**src/hdl/gsd_pkg.sv**
```systemverilog
// Shared constants and code types for the grid signed distance evaluator.
`default_nettype none
package gsd_pkg;

    localparam int FRAC_BITS = 16;
    localparam int IDX_W     = 10;
    localparam int SIZE_W    = 31;
    localparam int ORG_W     = 32;
    localparam int MODE_W    = 3;
    localparam int COORD_W   = 43;
    localparam int MAG_W     = 41;
    localparam int SQ_W      = 2 * MAG_W;
    localparam int RAD_W     = 86;
    localparam int ROOT_W    = RAD_W / 2;
    localparam int OUT_W     = 48;
    localparam int CFG_AW    = 4;
    localparam int CFG_DW    = 32;

    localparam logic signed [OUT_W-1:0] OUT_MAX  = {1'b0, {(OUT_W-1){1'b1}}};
    localparam logic signed [OUT_W-1:0] HALF_VAL =
        {{(OUT_W-FRAC_BITS){1'b0}}, 1'b1, {(FRAC_BITS-1){1'b0}}};

    typedef enum logic [MODE_W-1:0] {
        MODE_CUBE      = 3'd0,
        MODE_SPHERE    = 3'd1,
        MODE_TORUS     = 3'd2,
        MODE_SHELL     = 3'd3,
        MODE_ELLIPSOID = 3'd4
    } shape_mode_t;

    typedef enum logic [1:0] {
        REG_MODE    = 2'd0,
        REG_SIZE    = 2'd1,
        REG_SPACING = 2'd2,
        REG_ORIGIN  = 2'd3
    } cfg_reg_t;

endpackage
`default_nettype wire

```
**src/hdl/gsd_sqr.sv**
```systemverilog
// Two-stage squarer built from half-width partial products.
`default_nettype none
module gsd_sqr
    import gsd_pkg::*;
#(
    parameter int IN_W = MAG_W
)
(
    input  wire logic              clk,
    input  wire logic [IN_W-1:0]   a,
    output logic [2*IN_W-1:0]      sq
);

    localparam int LO_W = IN_W / 2;
    localparam int HI_W = IN_W - LO_W;

    logic [2*LO_W-1:0]      ll_next, ll_reg;
    logic [HI_W+LO_W-1:0]   hl_next, hl_reg;
    logic [2*HI_W-1:0]      hh_next, hh_reg;
    logic [2*IN_W-1:0]      sq_next, sq_reg;

    always_comb
    begin
        ll_next = a[LO_W-1:0] * a[LO_W-1:0];
        hl_next = a[IN_W-1:LO_W] * a[LO_W-1:0];
        hh_next = a[IN_W-1:LO_W] * a[IN_W-1:LO_W];
        // The cross term appears twice, hence the extra shift by one.
        sq_next = ((2*IN_W)'(hh_reg) << (2*LO_W))
                + ((2*IN_W)'(hl_reg) << (LO_W+1))
                + (2*IN_W)'(ll_reg);
    end

    always_ff @(posedge clk)
    begin
        ll_reg <= ll_next;
        hl_reg <= hl_next;
        hh_reg <= hh_next;
        sq_reg <= sq_next;
    end

    assign sq = sq_reg;

endmodule
`default_nettype wire

```
**config.mk**
```make
export PLATFORM = sky130hd
export DESIGN_NAME = gsd_sqr
export DESIGN_NICKNAME = d
export VERILOG_FILES = /design/src/hdl/gsd_pkg.sv /design/src/hdl/gsd_sqr.sv
export SDC_FILE = /design/constraint.sdc
export NUM_CORES = 2
export LEC_CHECK = 0
export ABC_CLOCK_PERIOD_IN_PS = 7920
export BUFFER_PORTS_ARGS = -buffer_cell sky130_fd_sc_hd__buf_2
export CAP_MARGIN = 20
export CORE_MARGIN = 1.5
export CORE_UTILIZATION = 52
export DETAILED_ROUTE_END_ITERATION = 8
export GPL_TIMING_DRIVEN = 0
export PLACE_DENSITY = 0.65
export SYNTH_ARGS = -nofsm -noshare
export SYNTH_HDL_FRONTEND = slang
export SYNTH_SLANG_ARGS = --single-unit
```
**constraint.sdc**
```tcl
create_clock -name clk -period 7.92 [get_ports clk]
set_input_delay 0.792 -clock clk [delete_from_list [all_inputs] [get_ports clk]]
set_output_delay 0.792 -clock clk [all_outputs]
set_load 0.1 [all_outputs]
```
## After elaboration in Yosys (flattened, before gate mapping)

Cells that the tools add are included.

- Flip-flop bits (word level): 205
- Input bits: 42
- Output and inout bits: 82
- Logic and storage cells: 9

- Add/sub/neg operators: 2
- $mul: 3

Operators by type and width:

| operator | number |
|---|---|
| $add A82 B40 Y82 | 1 |
| $add A82 B62 Y82 | 1 |
| $mul A21 B21 Y42 | 1 |
| $mul A21 B20 Y41 | 1 |
| $mul A20 B20 Y40 | 1 |

## Longest topological paths before layout

- Word-level depth: 2
- Gate-level depth with buffers: 28

## Worst setup path before layout

No wires, ideal clock.

- Path kind: input to register
- Start: input port a[10]
- End: register ll_reg[37]
- Arrival time: 7,163 ps
- Required time: 7,784 ps
- Slack: 620 ps
- Cell stages on the path: 26
- Buffers on the path: 2
- Cells stage by stage: clkbuf_1 clkbuf_1 nand2_1 fa_1 inv_1 fa_1 inv_1 fa_1 inv_1 fa_1 inv_1 fa_1 inv_1 fa_1 inv_1 fa_1 inv_1 ha_1 nand4_1 a2111oi_2 o41ai_1 o211ai_2 o21ai_2 o221a_2 o41ai_1 xor2_1

- Longest elaborated chain between the ends: 1

Ends and longest elaborated chain:

| item | line | RTL |
|---|---|---|
| start: declaration | gsd_sqr.sv:10 | `input wire logic [IN_W-1:0] a,` |
| $mul A20 B20 Y40 | gsd_sqr.sv:24 | `ll_next = a[LO_W-1:0] * a[LO_W-1:0];` |
| via ll_next[37] | gsd_sqr.sv:17 | `logic [2*LO_W-1:0] ll_next, ll_reg;` |
| end signal: assignment | gsd_sqr.sv:35 | `ll_reg <= ll_next;` |
| end: declaration | gsd_sqr.sv:17 |  |

The timed path passes the listed nets, and every way through them passes these cells.

## Worst setup path in the final report

- Start: input port a[28]
- End: register hh_reg[29]

- Longest elaborated chain between the ends: 1

Ends and longest elaborated chain:

| item | line | RTL |
|---|---|---|
| $mul A21 B21 Y42 | gsd_sqr.sv:26 | `hh_next = a[IN_W-1:LO_W] * a[IN_W-1:LO_W];` |
| via hh_next[29] | gsd_sqr.sv:19 | `logic [2*HI_W-1:0] hh_next, hh_reg;` |
| end signal: assignment | gsd_sqr.sv:37 | `hh_reg <= hh_next;` |
| end: declaration | gsd_sqr.sv:19 |  |

The timed path passes the listed nets, and every way through them passes these cells.

==> flow_summary.json <==
{
  "r2r-start": "ll_reg[21]",
  "timing.fmax_mhz": 128,
  "cts_tree": "yes",
  "reg2regPathDepth": 11,
  "finalHoldViolCount": 0,
  "period_share_pct": 98.8,
  "r2r_setup_slack_ps": 4360,
  "endpoint_kind": "flip-flop",
  "syn_avg_cell_area_um2": 9.17,
  "first_iter_violations": 2715,
  "htreeDepth": 1,
  "whs_path_depth": 0,
  "ys_top_cells_by_area": "fa_1 (41%), ha_1 (14%), inv_1 (9.7%), dfxtp_1 (9.0%), and2_1 (5.1%)",
  "cts_num_sinks": 202,
  "grt_pass1_wl_mm": 205,
  "wl_per_cell_um": 21.2,
  "min_period_ps": 7830,
  "final_cell_mix": "inv_1 (1165), fa_1 (929), nand2_1 (525)",
  "cts_buffers": 24,
  "worstPathRequired_ps": 8360,
  "synth_top_area_share_pct": 41.4,
  "drv_cap": 0,
  "crit_arrival_ps": 8270,
  "worst_pin_slew_ps": 1120,
  "seq_area_frac_synth_pct": 8.99,
  "area_growth_pct": 7.02,
  "start_util_pct": 52.7,
  "antenna_found_initial": 17,
  "report.final.slew_viol_count": 0,
  "path_class": "in2reg",
  "drive_gt1_share_pct": 6.11,
  "grt_pass1_vias": 35301,
  "grt-ovfl-total": 0,
  "worst-path-max-fanout": 10,
  "finalNetCount": 6503,
  "avgViaCountPerCell": 5.41,
  "layout_setup_ws_ps": 92.5,
  "design_area_um2": 48100,
  "ant_nets": 0,
  "coreArea_um2": 85400,
  "ys.flop_type": "dfxtp_1",
  "clk_path_buf_depth": 3,
  "vias": 33593,
  "placed_area_um2": 47000,
  "post-dp-hpwl_mm": 109,
  "clkTransAtPathRegs_ps": 60,
  "wl_mm": 132,
  "synth_edf_count": 0,
  "drc": 0,
  "portBuffers": 114,
  "synth_seq_cells": 202,
  "hp-class": "reg2reg",
  "clock-root-buffer": "clkbuf_16",
  "skew_ps": 14.6,
  "track_usage_pct": 30.8,
  "outcome": "completed",
  "num_rows": 107,
  "synthesis.area_um2": 45000,
  "mostFrequentLayoutCell": "inv_1",
  "synth_cell_types": 83,
  "grt_start_max_net_pins": 17,
  "yosys.area.top_type": "fa_1",
  "die_h_um": 297,
  "syn_inst": 4904,
  "async_flop_share_pct": 0,
  "clk_latency_ps": 560,
  "r2r_end": "sq[81]",
  "syn_nets": 6365,
  "startpoint_type": "input port",
  "gp_congestion": 1.01,
  "yosys_warnings": 0,
  "post-place-ws_ps": -1700,
  "largest_reg_flops": 81,
  "crit_start": "a[28]",
  "die_x_um": 297,
  "first_pass_iters": 5,
  "dieArea_um2": 88300,
  "setup_viol": 0,
  "slew_headroom_pct": 25.4,
  "endpoint": "hh_reg[29]",
  "top_level_ports": 124
}
cell usage after synthesis (39+ instances only):
| cell type | count |
|---|---|
| and2_1 | 366 |
| nand2_1 | 525 |
| xor2_1 | 76 |
| dfxtp_1 | 202 |
| o21ai_0 | 65 |
| clkbuf_1 | 199 |
| nor2_1 | 123 |
| fa_1 | 929 |
| xnor2_1 | 108 |
| ha_1 | 490 |
| a21oi_1 | 145 |
| a21o_1 | 96 |
| nand3_1 | 39 |
| inv_1 | 1165 |
metrics by stage:
stage / utilization, % / std cells / hold slack [ps] / TNS [ps]
floorplan: - / 4904 / 310 / 0
global placement: 55.0 / 6162 / 310 / -66200
detailed placement: 55.0 / 6163 / 312 / -66790
CTS: 56.1 / 6197 / 325 / 0
global route: 56.3 / 6202 / 325 / -1.86
finish: 56.3 / 6206 / 324 / 0
critical path: stages:
cell and delay (ps):
buf_2 140, clkbuf_1 840, and2_1 270, fa_1 470, fa_1 470, fa_1 450
fa_1 550, inv_1 60, fa_1 530, inv_1 50, fa_1 490, fa_1 410
ha_1 360, and3_1 200, a221oi_1 500, nor2b_1 130, or3_1 430, a311o_1 420
a31oi_1 400, o21ai_1 160, xor2_1 160
metal layers:
| metal | up-vias | wire length (um) | global-route usage [%] |
|---|---|---|---|
| li1 | 15107 | - | - |
| met1 | 16762 | 53800 | 41.7 |
| met2 | 1440 | 58000 | 47.6 |
| met3 | 270 | 14800 | 8.36 |
| met4 | 14 | 5220 | 11.0 |
| met5 | - | 88 | 0 |
kinds of logic after synthesis:
family                     share of synthesized area, %
DFF                                                8.99
buffers and inverters                              11.5
AOI/OAI and AO/OA                                  7.44
other                                           0.00834
muxes                                             0.189
adders and majority gates                          55.0
xor gates and xnor gates                           3.58
and+or+nand+nor                                    13.3
final cells by class:
cell class	count	area (um^2)
flip-flops and latches	202	4040
clock inverters	8	108
fillers	7896	37300
clock buffers	32	662
well taps	1144	1430
inverters	1168	4390
diodes	6	15.0
repair buffers	121	636
plain buffers	202	940
multi-input cells	3323	35900
worst min path at each step:
stage	start	slack [ps]	end
after floorplan	ll_reg[0]	310	sq[0]
after global placement	ll_reg[19]	310	sq[19]
after detailed placement	ll_reg[15]	310	sq[15]
after CTS	ll_reg[19]	330	sq[19]
after global routing	ll_reg[19]	330	sq[19]
final	ll_reg[19]	320	sq[19]
repair_timing:
item | 4_1_cts | 5_1_grt
pin swaps | 2 | 7
endpoints found under the setup margin | 54 | 29
resized for setup | 99 | 81
hold endpoints to repair | 0 | 0
hold buffers | 0 | 0
gates cloned | 0 | 0
setup buffers | 0 | 5
Power is left out: the tool's default activity adds up to more than one toggle a clock period on the data nets, which glitch-free logic cannot reach.
