===== config.mk =====
export PLATFORM = sky130hd
export DESIGN_NAME = gsd_coord
export DESIGN_NICKNAME = d
export VERILOG_FILES = /design/src/hdl/gsd_pkg.sv /design/src/hdl/gsd_coord.sv
export SDC_FILE = /design/constraint.sdc
export NUM_CORES = 1
export LEC_CHECK = 0
export BUFFER_PORTS_ARGS = -buffer_cell sky130_fd_sc_hd__buf_2
export CAP_MARGIN = 20
export CORE_ASPECT_RATIO = 0.75
export CORE_UTILIZATION = 55
export CTS_BUF_LIST = sky130_fd_sc_hd__clkbuf_4
export CTS_CLUSTER_DIAMETER = 150
export DETAILED_ROUTE_END_ITERATION = 16
export PLACE_DENSITY_LB_ADDON = 0.08
export RECOVER_POWER = 100
export SLEW_MARGIN = 10
export SYNTH_ARGS = -nofsm -noshare
export SYNTH_HDL_FRONTEND = slang
export SYNTH_SLANG_ARGS = --single-unit

===== constraint.sdc =====
create_clock -name clk -period 9.8 [get_ports clk]
set_input_delay 1.96 -clock clk [delete_from_list [all_inputs] [get_ports clk]]
set_output_delay 1.96 -clock clk [all_outputs]
set_load 0.02 [all_outputs]

===== src/hdl/gsd_pkg.sv =====
// Shared constants and code types for the grid signed distance evaluator.
`default_nettype none
package gsd_pkg;

    localparam int FRAC_BITS = 16;
    localparam int IDX_W     = 10;
    localparam int SIZE_W    = 31;
    localparam int ORG_W     = 32;
    localparam int MODE_W    = 3;
    localparam int COORD_W   = 43;
    localparam int MAG_W     = 41;
    localparam int SQ_W      = 2 * MAG_W;
    localparam int RAD_W     = 86;
    localparam int ROOT_W    = RAD_W / 2;
    localparam int OUT_W     = 48;
    localparam int CFG_AW    = 4;
    localparam int CFG_DW    = 32;

    localparam logic signed [OUT_W-1:0] OUT_MAX  = {1'b0, {(OUT_W-1){1'b1}}};
    localparam logic signed [OUT_W-1:0] HALF_VAL =
        {{(OUT_W-FRAC_BITS){1'b0}}, 1'b1, {(FRAC_BITS-1){1'b0}}};

    typedef enum logic [MODE_W-1:0] {
        MODE_CUBE      = 3'd0,
        MODE_SPHERE    = 3'd1,
        MODE_TORUS     = 3'd2,
        MODE_SHELL     = 3'd3,
        MODE_ELLIPSOID = 3'd4
    } shape_mode_t;

    typedef enum logic [1:0] {
        REG_MODE    = 2'd0,
        REG_SIZE    = 2'd1,
        REG_SPACING = 2'd2,
        REG_ORIGIN  = 2'd3
    } cfg_reg_t;

endpackage
`default_nettype wire


===== src/hdl/gsd_coord.sv =====
// Two-stage position unit: index times spacing plus origin, then magnitude.
`default_nettype none
module gsd_coord
    import gsd_pkg::*;
(
    input  wire logic                    clk,
    input  wire logic [IDX_W-1:0]        idx,
    input  wire logic [SIZE_W-1:0]       spacing,
    input  wire logic signed [ORG_W-1:0] origin,
    output logic [MAG_W-1:0]             mag
);

    logic [IDX_W+SIZE_W-1:0]    prod;
    logic signed [COORD_W-1:0]  pos_next;
    logic signed [COORD_W-1:0]  pos_reg;
    logic signed [COORD_W-1:0]  abs_val;
    logic [MAG_W-1:0]           mag_next;
    logic [MAG_W-1:0]           mag_reg;

    always_comb
    begin
        prod     = idx * spacing;
        pos_next = $signed({{(COORD_W-IDX_W-SIZE_W){1'b0}}, prod})
                 + $signed({{(COORD_W-ORG_W){origin[ORG_W-1]}}, origin});
        abs_val  = pos_reg[COORD_W-1] ? -pos_reg : pos_reg;
        mag_next = abs_val[MAG_W-1:0];
    end

    always_ff @(posedge clk)
    begin
        pos_reg <= pos_next;
        mag_reg <= mag_next;
    end

    assign mag = mag_reg;

endmodule
`default_nettype wire


# Yosys cells after proc, flatten, opt, wreduce, memory -nomap -nowiden
# Cells that the tools add are included.
dict set report classes {
  n_mux 1
  add_sub_neg 2
  multipliers 1
}
# op n
set op_table {}
lappend op_table {{42-bit by 32-bit adder with 43-bit output} 1}
lappend op_table {{10-bit by 31-bit multiplier with 41-bit output} 1}
lappend op_table {{41-bit 2-to-1 mux} 1}
lappend op_table {{41-bit negation} 1}
dict set report word_totals {
  inputBits 74
  ff_bits 84
}

# Longest topological paths before layout
# Gate-level depths: netlist of run 1.
dict set report logic_depth {
  ltp_word 2
  mapped_depth 32
  depth_no_buf 30
}

# Least setup slack after synthesis of run 1
# OpenSTA, ideal clock, no wires.
dict set report synth_path {
  path_type {in2reg}
  startpoint {input port idx[1]}
  endpoint {register pos_reg[42]}
  t_required_ns 9.728
  t_arrival_ns 8.821
  path_stages 29
  path_slack_ns 0.907
  path_buffers 2
  cell_sequence {clkbuf_1 nand2_1 fa_1 inv_1 fa_1 fa_1 fa_1 inv_1 fa_1 inv_1 ha_1 a21o_1 a211oi_1 or3b_1 o211ai_1 a31oi_1 a31oi_1 o21ai_1 xor2_1 ha_1 clkbuf_1 a21o_1 a21o_1 a31oi_1 o21ai_0 a21o_1 a211o_1 a21oi_1 xnor2_1}
}
dict set report synth_via {
  elab_chain_len 2
}
# item line_no
set synth_lines {}
lappend synth_lines {{from (decl)} gsd_coord.sv:7} ;# input wire logic [IDX_W-1:0] idx,
lappend synth_lines {{10-bit by 31-bit multiplier with 41-bit output} gsd_coord.sv:22} ;# prod = idx * spacing;
lappend synth_lines {{42-bit by 32-bit adder with 43-bit output} gsd_coord.sv:24} ;# + $signed({{(COORD_W-ORG_W){origin[ORG_W-1]}}, origin});
lappend synth_lines {{net pos_next[42]} gsd_coord.sv:14} ;# logic signed [COORD_W-1:0] pos_next;
lappend synth_lines {{to (signal assigned)} gsd_coord.sv:31} ;# pos_reg <= pos_next;
lappend synth_lines {{to (decl)} gsd_coord.sv:15} ;# logic signed [COORD_W-1:0] pos_reg;
# The timed path passes the listed nets, and every way through them passes these cells.

# Worst setup path after layout of run 1
dict set report layout_path {
  startpoint {input port idx[3]}
  endpoint {register pos_reg[42]}
}
# The elaborated chain is that of the path after synthesis.

==> reports/qor.csv, run 1 <==
stage;metric;value;unit
finish;Largest register FFs;42;
die;num rows;50;
setup_path;CP max FO;15;
timing;Final Hold Fails;0;
timing;RSZ-0062 raised after global routing;false;
clock_network;clock latency on the worst-skew pair;0.42;ns
clock_network;Post-CTS Setup Bufs;0;
die;DIE WIDTH;188;um
global_routing;layer with the highest usage;met2;
outcome;status;finished, violations left;
logic_synthesis;Synth cell types;64;
route;DR WL/cell;15.9;um
setup_path;CP max stage cell;fa_1;
placement;worst slack, placed;0.224;ns
logic_synthesis;post-synth top area cell;fa_1;
finish;# fillers;2336;
clock_network;cts repair resizes;0;
logic_synthesis;sequential element share of the synthesized area;0.116;
placement;Post-DP HPWL;27.2;mm
setup_path;Worst EP required;10.17;ns
route;final wirelength;32.5;mm
logic_synthesis;Post-synth EDFFs;0;
route;Iter 0 DRT Violations;582;
route;DRC errors left;0;
global_routing;first-pass GRT wire length;54.2;mm
die;Die Footprint;26700;um^2
clock_network;CTS H-Tree Depth;3;
logic_synthesis;Synth area leaders;fa_1 (32%), dfxtp_1 (12%), ha_1 (10%);
clock_network;Clock Path Buffers;2;
setup_path;CP max stage delay;0.54;ns
global_routing;vias in the first global route;11000;
finish;Layout area overhead;6.23;%
placement;placer congestion estimate;0.897;
timing;count of final setup violators;0;
placement;DP Area;15200;um^2
timing;max-slew violations;44;
logic_synthesis;Synth top cells by count;inv_1 (232), fa_1 (231), nand2_1 (212);
logic_synthesis;Synth Instances;1636;
flow_run;Max Cap Violations;1;
logic_synthesis;synthesized area per cell;8.76;um^2
global_routing;GR Util met2;0.418;
timing;Setup WS post-layout;0.539;ns
die;DIE HEIGHT;142;um
setup_path;Worst Path Arrival;9.63;ns
hold_path;Hold Crit Class;register to register;
setup_path;CP Class;input pin to register;
timing;Tcrit/Tclk final;0.945;
route;Final ANT Viol Nets;0;
logic_synthesis;post-synth top area share;0.323;
finish;multi-input logic area;11500;um^2
die;Ports;115;
timing;Max Fclk;108;MHz
clock_network;Clock transition at path regs;0.13;ns
clock_network;clock net sink count;83;
setup_path;most frequent CP cell;fa_1;
clock_network;Post-CTS Hold Buffers;0;
finish;Final Cell Area;15200;um^2
logic_synthesis;Mapped Area;14300;um^2
clock_network;TritonCTS Buffers;9;
timing;skew final;0.00921;ns
clock_network;CTS tree;done;
logic_synthesis;Mapped Nets;2060;
logic_synthesis;prevailing post-synth register cell;dfxtp_1;
route;DR vias/cell;5.48;
finish;Antenna Diode Count;0;
logic_synthesis;most numerous cell in the Yosys netlist;inv_1;
route;Pre-antenna DRT Iters;5;
logic_synthesis;Synth warnings;0;
die;Starting Density;0.567;
setup_path;Crit path max-delay family;adder cells;
setup_path;WP buf/inv;4;
setup_path;critical path startpoint category;input pin;
timing;Max-slew headroom;-0.168;
logic_synthesis;Seq cells post-synth;83;
timing;worst-margin pin slew;1.75;ns
timing;setup TNS;0;ns
global_routing;GR Overflow Total;0;
logic_synthesis;Async SR Flop Fraction;0;
finish;share of cells above drive strength 1;0.0673;
global_routing;largest net degree at the start of global routing;44;
global_routing;GR Util met1;0.366;
timing;post-route minimum period;9.26;ns
global_routing;antenna violations before repair;0;
finish;Reg area;1660;um^2
outcome;failing checks;max-capacitance violations, max-slew violations;
global_routing;M3 GR Usage;0.0233;
setup_path;CP Capture Type;register;
clock_network;clk root buf;clkbuf_4;
finish;Layout Nets;2128;
route;DR vias;11200;
global_routing;all-layer global routing usage;0.252;
placement;I/O Buffers;114;
die;core footprint;25300;um^2
## routing by layer
metal | part of all wire | vias up
met5 | 0 | -
met4 | 0.0076 | 0
met3 | 0.046 | 21
met2 | 0.48 | 260
met1 | 0.47 | 5565
li1 | - | 5365
## area by class of cell
class,count,share of cell area
clock buffer,9,0.00444
clock inverter,7,0.00657
inverter,232,0.0572
multi-input combinational,1244,0.752
sequential,83,0.109
tap,338,0.0278
timing repair buffer,134,0.0429
## per-stage QoR
| step | util | hold WS, ns | std cells |
|---|---|---|---|
| finish | 0.602 | 0.417 | 2047 |
| global route | 0.602 | 0.438 | 2047 |
| CTS | 0.608 | 0.423 | 2047 |
| detailed placement | 0.601 | 0.388 | 2031 |
| global placement | 0.601 | 0.403 | 2031 |
| floorplan | - | 0.364 | 1636 |
## placed cells by master (no fill, tap or decap), drive strengths merged, types with 7 or more instances in the layout
cell	n
nor2	40
and3	13
a31oi	12
a21o	50
nand4	12
buf	88
dfxtp	83
o21bai	8
and2	164
nand3	18
or3	9
nor3	12
o31ai	15
fa	231
inv	233
ha	119
xor2	36
o41ai	8
clkbuf	55
o21ai	44
a211oi	8
nand2	214
o21a	7
a21oi	71
nor2b	11
xnor2	79
## final timing paths
path | from | end | slack, ns | depth (start not counted)
min | pos_reg[0]$_DFF_P_ | mag[0]$_DFF_P_ | 0.42 | 0
max reg2reg | pos_reg[7]$_DFF_P_ | mag[39]$_DFF_P_ | 6.26 | 9
max | idx[3] | pos_reg[42]$_DFF_P_ | 0.54 | 28
min reg2reg | pos_reg[0]$_DFF_P_ | mag[0]$_DFF_P_ | 0.42 | 0
## logic make-up after synthesis
| group | synth area share |
|---|---|
| fa+ha+maj | 0.427 |
| flops | 0.116 |
| buf+inv | 0.0809 |
| xor+xnor | 0.0703 |
| compound gates | 0.123 |
| mux | 0.000698 |
| simple gates | 0.183 |
Power of run 1 is not shown: default switching activity piles up to over one toggle a cycle in this logic, so the estimate is an artifact.
==> run 2: changes to the inputs <==
- clock period: 9.8 -> 9.09 ns (I/O delays scaled with it)
==> run 2 against run 1 <==
The run still ends with max-capacitance violations, max-slew violations left; first-iteration DRC count down 1.2%; critical path depth up 2; via count increased by 3.5%; critical endpoint is now pos_reg[33]$_DFF_P_.
==> reports/qor.csv, run 2 (same netlist as run 1, synthesis figures left out) <==
stage;metric;value;unit
outcome;status;finished, violations left;
outcome;failing checks;max-capacitance violations, max-slew violations;
clock_network;Clock transition at path regs;0.13;ns
timing;Final Hold Fails;0;
timing;worst-margin pin slew;1.79;ns
global_routing;all-layer global routing usage;0.257;
route;metal3 WL;1.83;mm
hold_path;WHS Path Cells;0;
route;met2 routed WL;15.6;mm
global_routing;vias in the first global route;11500;
finish;Layout area overhead;9.78;%
timing;Max Fclk;115;MHz
setup_path;Worst Path Arrival;8.99;ns
finish;most common cell after layout, fill and taps aside;inv_1;
finish;final cell count without fillers;2119;
clock_network;clock net sink count;83;
setup_path;CP Class;input pin to register;
die;DIE WIDTH;188;um
die;num rows;50;
timing;Setup WS post-layout;0.402;ns
global_routing;largest net degree at the start of global routing;44;
setup_path;CP max stage delay;0.60;ns
timing;setup TNS;0;ns
clock_network;CTS tree;done;
finish;Largest register FFs;42;
clock_network;Clock Path Buffers;2;
timing;skew final;0.0124;ns
route;DR vias;11600;
finish;share of cells above drive strength 1;0.106;
route;Top Metal Used;met4;
placement;placed cell count;2103;
global_routing;first-pass GRT wire length;55.9;mm
setup_path;CP max FO;9;
die;core footprint;25300;um^2
die;Starting Density;0.567;
clock_network;CTS H-Tree Depth;3;
route;Pre-antenna DRT Iters;5;
setup_path;CP Capture Type;register;
timing;count of final setup violators;0;
clock_network;Post-CTS Hold Buffers;0;
finish;highest-count cells in the layout ignoring fill and taps;inv_1 (232), fa_1 (231), nand2_1 (213);
setup_path;Worst EP required;9.39;ns
placement;DP Area;15700;um^2
clock_network;Post-CTS Setup Bufs;0;
setup_path;Reg2Reg Depth;9;
route;DR WL/cell;15.6;um
flow_run;Max Cap Violations;1;
setup_path;Crit path max-delay family;adder cells;
route;Final ANT Viol Nets;0;
global_routing;antenna violations before repair;0;
placement;I/O Buffers;114;
timing;Max-slew headroom;-0.195;
clock_network;clock latency on the worst-skew pair;0.42;ns
clock_network;TritonCTS Buffers;9;
route;Iter 0 DRT Violations;575;
die;Die Footprint;26700;um^2
hold_path;Hold Crit Class;register to register;
route;Met1 Wirelength;15.2;mm
placement;placer congestion estimate;0.869;
setup_path;CP max stage cell;fa_1;
timing;RSZ-0062 raised after global routing;false;
clock_network;clk root buf;clkbuf_4;
timing;Tcrit/Tclk final;0.956;
finish;Final Cell Area;15700;um^2
finish;Layout Nets;2200;
finish;# fillers;2302;
setup_path;critical path startpoint category;input pin;
route;final wirelength;33.0;mm
timing;post-route minimum period;8.69;ns
setup_path;WP buf/inv;6;
route;DRC errors left;0;
timing;max-slew violations;44;
placement;Post-DP HPWL;27.7;mm
finish;Antenna Diode Count;0;
setup_path;most frequent CP cell;fa_1;
die;Ports;115;
global_routing;GR Overflow Total;0;
placement;worst slack, placed;0.0573;ns
route;DR vias/cell;5.48;
setup_path;logic depth of the worst path, buffers included;30;
die;DIE HEIGHT;142;um
[run 2: cell types whose count changed in the layout (fill, tap and decap cells not counted), moves of 2 or more]
cell and change:
bufinv_16 -2, buf_4 +64, clkinvlp_4 +4, clkbuf_4 +6, clkinv_4 -3
[run 2: through the flow]
step                hold WS (ns)  utilization
finish                     0.409        0.623
global route               0.428        0.623
CTS                        0.409        0.628
detailed placement         0.389        0.623
global placement           0.401        0.623
floorplan                  0.364            -
[run 2: final timing paths]
| kind | startpoint | endpoint | slack, ns |
|---|---|---|---|
| setup / recovery | idx[2] | pos_reg[33]$_DFF_P_ | 0.40 |
| hold / removal | pos_reg[0]$_DFF_P_ | mag[0]$_DFF_P_ | 0.41 |
| setup reg to reg | pos_reg[7]$_DFF_P_ | mag[40]$_DFF_P_ | 5.60 |
| hold reg to reg | pos_reg[0]$_DFF_P_ | mag[0]$_DFF_P_ | 0.41 |
[run 2: repair_timing]
| action | 4_1_cts | 5_1_grt |
|---|---|---|
| endpoints found under the setup margin | 0 | 1 |
| hold endpoints to repair | 0 | 0 |
| gates resized for setup | 0 | 1 |
[run 2: final cells by class]
cell class,instances,area [um^2],area share
clock buffer,9,67.6,0.00429
clock inverter,7,52.6,0.00334
inverter,232,871,0.0553
multi-input combinational,1244,11500,0.728
sequential,83,1660,0.106
tap,338,423,0.0269
timing repair buffer,206,1200,0.0764
[run 2: layer usage]
metal / vias up / track usage
met5: - / 0
met4: 0 / 0.0365
met3: 37 / 0.0294
met2: 321 / 0.427
met1: 5732 / 0.371
li1: 5512 / -
Power of run 2 is left out for the same reason.
==> run 3: changes to the inputs <==
- RECOVER_POWER: 100 -> 25
==> run 3 against run 2 <==
The run still ends with max-capacitance violations, max-slew violations left; cell area rose by 0.56%; worst hold slack lost 0.0015 ns; maximum frequency is 0.21% higher; core utilization increased by 0.35 points; clock-buffer cell count stayed put; critical path type unchanged.
==> reports/qor.csv, run 3 (same netlist as run 1, synthesis figures left out) <==
stage;metric;value;unit
setup_path;CP Class;input pin to register;
die;DIE HEIGHT;142;um
finish;Layout Nets;2200;
clock_network;Clock Path Buffers;2;
clock_network;CTS tree;done;
setup_path;Worst EP required;9.40;ns
setup_path;most frequent CP cell;fa_1;
clock_network;TritonCTS Buffers;9;
placement;placer congestion estimate;0.869;
setup_path;Worst Path Arrival;8.98;ns
outcome;status;finished, violations left;
clock_network;clock latency on the worst-skew pair;0.42;ns
die;core footprint;25300;um^2
global_routing;largest net degree at the start of global routing;44;
route;Pre-antenna DRT Iters;6;
finish;most common cell after layout, fill and taps aside;inv_1;
global_routing;antenna violations before repair;0;
timing;post-route minimum period;8.67;ns
route;DRC errors left;0;
route;DR vias/cell;5.50;
timing;skew final;0.0103;ns
timing;setup TNS;0;ns
timing;Tcrit/Tclk final;0.954;
clock_network;clk root buf;clkbuf_4;
die;Starting Density;0.567;
flow_run;Max Cap Violations;1;
timing;worst-margin pin slew;1.84;ns
setup_path;CP Capture Type;register;
finish;highest-count cells in the layout ignoring fill and taps;inv_1 (232), fa_1 (231), nand2_1 (212);
die;Die Footprint;26700;um^2
setup_path;critical path startpoint category;input pin;
timing;max-slew violations;44;
route;DR WL/cell;15.6;um
timing;RSZ-0062 raised after global routing;false;
global_routing;GR Overflow Total;0;
timing;Max-slew headroom;-0.229;
global_routing;all-layer global routing usage;0.257;
die;Ports;115;
finish;Largest register FFs;42;
global_routing;first-pass GRT wire length;55.9;mm
placement;I/O Buffers;114;
hold_path;Hold Crit Class;register to register;
finish;Reg area;1660;um^2
clock_network;Post-CTS Setup Bufs;0;
timing;count of final setup violators;0;
timing;Max Fclk;115;MHz
finish;Core Util, Final;0.626;
outcome;failing checks;max-capacitance violations, max-slew violations;
timing;Hold WS;0.408;ns
timing;Final Hold Fails;0;
finish;# fillers;2275;
finish;multi-input logic area;11500;um^2
setup_path;CP max FO;9;
finish;share of cells above drive strength 1;0.131;
die;num rows;50;
placement;Post-DP HPWL;27.7;mm
clock_network;CTS H-Tree Depth;3;
placement;DP Area;15700;um^2
finish;Antenna Diode Count;0;
finish;Layout area overhead;10.4;%
die;DIE WIDTH;188;um
finish;Final Cell Area;15800;um^2
route;Final ANT Viol Nets;0;
clock_network;Clock transition at path regs;0.13;ns
setup_path;CP max stage cell;fa_1;
clock_network;clock net sink count;83;
global_routing;vias in the first global route;11500;
setup_path;CP max stage delay;0.60;ns
route;Iter 0 DRT Violations;548;
route;DR vias;11700;
route;final wirelength;33.0;mm
==> run 3: cell count changes in the layout (fill, tap and decap cells not counted), moves of 2 or more <==
cell,previous run,this run
buf_4,80,90
and2_0,3,0
clkbuf_1,47,7
and2_1,161,164
buf_2,72,108
o41ai_2,0,2
o41ai_1,8,6
clkbuf_4,15,9
==> run 3: layer usage <==
metal / part of all wire / global-route usage
met3: 0.062 / 0.0294
met5: 0 / 0
met2: 0.47 / 0.427
met4: 0.010 / 0.0365
met1: 0.45 / 0.371
==> run 3: layout make-up <==
class	instances	area share
multi-input cells	1244	0.726
clock buffers	9	0.00427
well taps	338	0.0267
inverters	232	0.0550
repair buffers	206	0.0798
flip-flops and latches	83	0.105
clock inverters	7	0.00332
==> run 3: worst paths after layout <==
path | endpoint | cells after the start | slack [ns] | start
hold reg to reg | mag[0]$_DFF_P_ | 0 | 0.41 | pos_reg[0]$_DFF_P_
setup / recovery | pos_reg[33]$_DFF_P_ | 30 | 0.42 | idx[2]
hold / removal | mag[0]$_DFF_P_ | 0 | 0.41 | pos_reg[0]$_DFF_P_
setup reg to reg | mag[40]$_DFF_P_ | 9 | 5.70 | pos_reg[7]$_DFF_P_
==> run 3: worst max-delay path: cells and delay by family <==
kind / cells / cell delay, ns
compound gates: 8 / 1.75
xor+xnor: 2 / 0.31
buf+inv: 6 / 0.78
fa+ha+maj: 7 / 3.02
simple gates: 7 / 1.29
==> run 3: timing repair <==
item,4_1_cts,5_1_grt
hold buffers,0,0
gates resized for setup,0,1
setup endpoints to repair,0,1
==> run 3: stage by stage <==
step / cells / setup WS, ns
final: 2119 / 0.420
after global routing: 2119 / 0.0117
after CTS: 2119 / 0.473
after detailed placement: 2103 / 0.0573
after global placement: 2103 / 0.0979
after floorplan: 1636 / 0.339
Power of run 3 is left out for the same reason.
